[src/rtl/lbw_pkg.sv]
package lbw_pkg;

	localparam logic [2:0] OP_STROBE       = 3'd0;
	localparam logic [2:0] OP_SAW          = 3'd1;
	localparam logic [2:0] OP_TRIANGLE     = 3'd2;
	localparam logic [2:0] OP_BREATH       = 3'd3;
	localparam logic [2:0] OP_BREATH_FLOOR = 3'd4;

	localparam logic [7:0] MAX_LEVEL = 8'd255;

	// one reduced transaction handed from the front to the back
	typedef struct packed {
		logic [2:0]  op;
		logic [15:0] r;
		logic [15:0] per;
		logic [7:0]  flr;
	} item_t;

endpackage

[src/rtl/lbw_fifo.sv]
module lbw_fifo
	import lbw_pkg::*;
(
	input  logic  clk,
	input  logic  arst_n,
	input  logic  push,
	input  item_t wdata,
	output logic  full,
	input  logic  pop,
	output logic  nonempty,
	output item_t rdata
);

	localparam int DEPTH = 4;
	localparam int AW    = 2;

	item_t         mem [DEPTH];
	logic [AW-1:0] wr_ptr_q;
	logic [AW-1:0] rd_ptr_q;
	logic [AW:0]   count_q;

	assign full     = (count_q == (AW+1)'(DEPTH));
	assign nonempty = (count_q != '0);
	assign rdata    = mem[rd_ptr_q];

	always_ff @(posedge clk) begin
		if (push) begin
			mem[wr_ptr_q] <= wdata;
		end
	end

	always_ff @(posedge clk or negedge arst_n) begin
		if (!arst_n) begin
			wr_ptr_q <= '0;
			rd_ptr_q <= '0;
			count_q  <= '0;
		end else begin
			if (push) begin
				wr_ptr_q <= wr_ptr_q + 1'b1;
			end
			if (pop) begin
				rd_ptr_q <= rd_ptr_q + 1'b1;
			end
			if (push && !pop) begin
				count_q <= count_q + 1'b1;
			end else if (pop && !push) begin
				count_q <= count_q - 1'b1;
			end
		end
	end

	a_count_range: assert property (@(posedge clk) disable iff (!arst_n)
		count_q <= (AW+1)'(DEPTH)) else $error("fifo count overflow");
	a_no_pop_empty: assert property (@(posedge clk) disable iff (!arst_n)
		!(pop && count_q == '0)) else $error("pop from empty fifo");
	a_push_grows: assert property (@(posedge clk) disable iff (!arst_n)
		push && !pop |=> count_q == $past(count_q) + 1'b1) else $error("count not grown");
	a_pop_shrinks: assert property (@(posedge clk) disable iff (!arst_n)
		pop && !push |=> count_q == $past(count_q) - 1'b1) else $error("count not shrunk");

endmodule

[config.mk]
export PLATFORM = sky130hd
export DESIGN_NAME = lbw_fifo
export DESIGN_NICKNAME = d
export VERILOG_FILES = /design/src/rtl/lbw_pkg.sv /design/src/rtl/lbw_fifo.sv
export SDC_FILE = /design/constraint.sdc
export NUM_CORES = 1
export LEC_CHECK = 0
export BUFFER_PORTS_ARGS = -buffer_cell sky130_fd_sc_hd__buf_2
export CORE_UTILIZATION = 50
export CTS_CLUSTER_SIZE = 30
export DETAILED_ROUTE_END_ITERATION = 8
export PLACE_DENSITY = 0.76
export SLEW_MARGIN = 20
export SYNTH_ARGS = -nofsm -noshare
export SYNTH_HDL_FRONTEND = slang
export SYNTH_SLANG_ARGS = --single-unit
[constraint.sdc]
create_clock -name clk -period 2.9 [get_ports clk]
set_input_delay 0.29 -clock clk [delete_from_list [all_inputs] [get_ports clk]]
set_output_delay 0.29 -clock clk [all_outputs]
set_load 0.01 [all_outputs]
### After elaboration in Yosys (flattened, before gate mapping)

Memory sizes are Yosys's and may differ from the RTL's.
Cells that the tools add are included.

| operators by class | value |
|---|---|
| muxes and demuxes | 4 |
| add/subtract/negate cells | 4 |
| equality and inequality tests | 1 |
| bitwise operators | 0 |
| $mul | 0 |
| shift operators | 0 |
| $lt $le $gt $ge | 0 |
| div/mod/pow operators | 0 |
| reductions and logical operators | 6 |

Operators by type and width:

| kind | number |
|---|---|
| $mux W3 | 2 |
| $add A2 B1 Y2 const B | 2 |
| $add A3 B1 Y3 const B | 1 |
| $eq A3 B3 Y1 const B | 1 |
| $reduce_bool A3 Y1 | 1 |
| $sub A3 B1 Y3 const B | 1 |
| $logic_and A1 B1 Y1 | 2 |
| $logic_not A1 Y1 | 2 |
| $mux W1 | 2 |
| $reduce_bool A2 Y1 | 1 |

| storage, ports and cells | value |
|---|---|
| bits in read-only memories | 0 |
| input port bits | 47 |
| RAM bits | 172 |
| register bits after elaboration | 7 |
| output and inout port bits | 45 |
| latch bits | 0 |
| word-level logic and storage cells | 19 |
| memories kept | 1 |

Memories:

| name | words | width | rd ports | clocked after Yosys merged registers in | wr ports | line | RTL |
|---|---|---|---|---|---|---|---|
| mem | 4 | 43 | 1 | 0 | 1 | lbw_fifo.sv:17 | `item_t mem [DEPTH];` |

### Depth between registers and ports, before layout

| depth | value |
|---|---|
| depth in word-level cells | 4 |
| depth in mapped cells | 7 |
| mapped depth without buffers | 7 |

### Worst setup path before layout

No wires, ideal clock.

| timing | value |
|---|---|
| path type | register -> register |
| from | register wr_ptr_q[0] |
| to | memory mem[2][0] (netlist bit), enable pin |
| required time | 2.495 ns |
| path buffers | 0 |
| setup slack | 0.845 ns |
| cell stages (with the launch flop) | 4 |
| library setup time | 0.405 ns |
| arrival | 1.651 ns |
| period minus slack after synthesis | 2.055 ns |
| cells stage by stage | dfrtp_1 -> inv_1 -> ha_1 -> and2_1 |

RTL lines:

| element | line | RTL |
|---|---|---|
| start: declaration | lbw_fifo.sv:18 | `logic [AW-1:0] wr_ptr_q;` |
| start signal: assignment | lbw_fifo.sv:39 | `wr_ptr_q <= wr_ptr_q + 1'b1;` |
| end: declaration | lbw_fifo.sv:17 |  |

No word-level cell before the write port.

==> flow_metrics.env <==
export IMPL_worstSetupStartpointType="register"
export IMPL_power_frac_seq=0.471
export IMPL_chipHeight_um=117
export IMPL_clockBufferDepth=2
export IMPL_endpoint_kind="primary output"
export IMPL_ir_drop_uv=544
export IMPL_grt_pass1_wl_um=17400
export IMPL_yosysMostFrequentCell="edfxtp_1"
export IMPL_grt_max_degree=29
export IMPL_cts_tree="built"
export IMPL_grt_usage=0.177
export IMPL_powerDensity_nw_per_um2=996
export IMPL_p_clk_frac=0.264
export IMPL_rsz0062_at_grt="no"
export IMPL_first_pass_iters=4
export IMPL_tightest_slew_ns=0.601
export IMPL_syn_num_nets=312
export IMPL_dieArea_sq_um=13800
export IMPL_wl_um=10900
export IMPL_max_freq_mhz=393
export IMPL_clk_pin_slew_worst_paths_ns=0.06
export IMPL_cpMaxStageDelayCell="dfrtp_4"
export IMPL_die_x_um=117
export IMPL_hold_ws_ns=0.0781
export IMPL_areaGrowthSynthToFinish_pct=18.3
export IMPL_hold_depth=1
export IMPL_rows=41
export IMPL_vias=2978
export IMPL_yosysTopAreaCell="edfxtp_1"
export IMPL_first_global_vias=3153
export IMPL_cts_sinks=179
export IMPL_synth_area_leaders="edfxtp_1 78%, mux4_2 13%, dfrtp_1 2.6%, mux4_1 2.0%, buf_12 1.2%"
export IMPL_port_buffers=91
export IMPL_start_util=0.519
export IMPL_finish_utilization=0.614
export IMPL_hp_class="in2reg"
export IMPL_root_buffer="clkbuf_16"
export IMPL_yosys_top_cells_count="172 x edfxtp_1, 38 x mux4_2, 7 x dfrtp_1"
export IMPL_setup_tns_ns=0
export IMPL_syn_area_per_cell_sq_um=25.7
export IMPL_yosysTopAreaCellShare=0.776
export IMPL_dpl_hpwl_um=6550
export IMPL_setup_viol=0
export IMPL_p_total_uw=7850
export IMPL_synth_edf_count=172
export IMPL_slew_violations=0
export IMPL_fin_crit_sh=0.877
export IMPL_viasPerCell=5.41
export IMPL_layout_drive_gt1_share=0.431
export IMPL_cts_max_level=4
export IMPL_nets=420
export IMPL_synth_main_ff_cell="edfxtp_1"
export IMPL_rr_startpoint="wr_ptr_q[0]"
export IMPL_ys_warn_count=0
export IMPL_cp_required_ns=2.61
export IMPL_cpPeakStageDelay_ns=0.78
export IMPL_ys_types=19
export IMPL_maxCapViolCount=0
export IMPL_p_leak_uw=0.00274
export IMPL_power_switching_uw=2160
export IMPL_drtIter0Drc=250
export IMPL_ys_ff_latch=179
export IMPL_fin_skew_ns=0.0128
export IMPL_netlist_area_sq_um=6660
export IMPL_ys_async_sr_fraction=0.0391
export IMPL_layout_setup_ws_ns=0.357
export IMPL_p_int_uw=5690
export IMPL_clock_latency_ns=0.43
export IMPL_pre_cts_slack_ns=0.744
export IMPL_postRouteAntennaNets=0
export IMPL_slew_headroom=0.599
export IMPL_cp_arrival_ns=2.25
export IMPL_ys_seq_area_frac=0.802
export IMPL_cp_cell_sequence="buf_4 > mux4_2 > buf_2"
export IMPL_crit_fanout=28
export IMPL_io_pins=92
export IMPL_n_antenna_cell=0
export IMPL_core_area_sq_um=12800
export IMPL_ff2ff_setup_slack_ns=1.13
export IMPL_routedWlPerCell_um=19.8
export IMPL_switching_share=0.275
export IMPL_fin_crit_ns=2.54
export IMPL_r2r_end="mem[2][22]"
export IMPL_worstHoldEndpoint="mem[0][3]"
export IMPL_rr_worst_depth=4
export IMPL_drc_errors=0
export IMPL_min_from="wdata[3]"
export IMPL_cts_setup_buffers=0
export IMPL_finalHoldViolations=0
export IMPL_status="completed"
export IMPL_place_congestion=0.654
export IMPL_syn_inst=259
export IMPL_comb_power_share=0.266
export IMPL_worstSetupPathType="reg2out"
export IMPL_grt_overflow=0
export IMPL_cts_buffers=17
export IMPL_antenna_found_initial=0
[state kept, by name, indices dropped and copies added (netlist names)]
name,flops
count_q,3
mem,172
rd_ptr_q,2
wr_ptr_q,2
[cells by family (layout without fill, tap and decap cells)]
kind of cell / count (synthesis) / after routing / synth area share
XOR/XNOR: 6 / 6 / 0.00789
AND/OR/NAND/NOR: 9 / 9 / 0.00751
flip-flops: 179 / 179 / 0.802
multiplexers: 44 / 44 / 0.150
buffers and inverters: 14 / 133 / 0.0197
AO/OA/AOI/OAI: 1 / 1 / 0.000751
adder cells (fa/ha/maj): 6 / 6 / 0.0124
[placed cells by master (no fill, tap or decap), drive strengths merged]
cell type / count
clkinv: 9
xor2: 4
ha: 5
dlygate4sd3: 1
clkbuf: 19
edfxtp: 172
mux2: 1
mux4: 43
or3: 1
fa: 1
nand2: 2
nor3b: 1
and2: 4
o21ai: 1
xnor2: 2
nor2: 1
inv: 4
dfrtp: 7
buf: 98
bufinv: 2
[layout make-up]
type                       count  area, sq um
fill                         908         4950
clock buffer                  19          433
tap                          172          215
clock inverter                11         95.1
multi-input combinational     66         1190
timing repair buffer          99          581
inverter                       4         15.0
sequential                   179         5350
[critical path: cells and delay by family (launching register included)]
family / cells / cell delay (ns)
DFF: 1 / 0.78
muxes: 1 / 0.55
buffers and inverters: 2 / 0.50
[worst max path at each step]
| stage | start | to | slack, ns | cells past startpoint |
|---|---|---|---|---|
| after detailed placement | rd_ptr_q[0] | rdata[12] | 0.74 | 3 |
| after CTS | rd_ptr_q[0] | rdata[32] | 0.26 | 3 |
| after global routing | rd_ptr_q[0] | rdata[32] | 0.20 | 3 |
| final | rd_ptr_q[0] | rdata[32] | 0.36 | 3 |
| after global placement | rd_ptr_q[0] | rdata[18] | 0.78 | 3 |
| after floorplan | wr_ptr_q[0] | mem[2][0] | 0.84 | 3 |
[metrics by stage]
step / cells / instance area (sq um)
2_1_floorplan: 259 / 6660
3_3_place_gp: 519 / 7340
3_5_place_dp: 519 / 7340
4_1_cts: 550 / 7880
5_1_grt: 550 / 7880
6_report: 550 / 7880
[timing repair]
item,4_1_cts,5_1_grt
hold endpoints to repair,7,0
resized for setup,0,0
hold buffers,1,0
endpoints found under the setup margin,0,0
[routing by layer]
metal  vias up  part of all wire  wire length, um  track usage
li1       1312                 -                -            -
met5         -                 0                0            0
met4         0             0.010              110       0.0731
met2        99              0.52             5660        0.281
met3        12             0.066              715       0.0627
met1      1555              0.41             4430        0.220
[power by group through the flow]
stage	Clock, uW	Combinational, uW	Sequential [uW]
2_1_floorplan	0	1600	3540
3_3_place_gp	0	2080	3730
3_5_place_dp	0	2120	3760
4_1_cts	2110	2150	3710
5_1_grt	2220	2250	3760
6_report	2070	2080	3690
(Power assumes the default switching activity.)
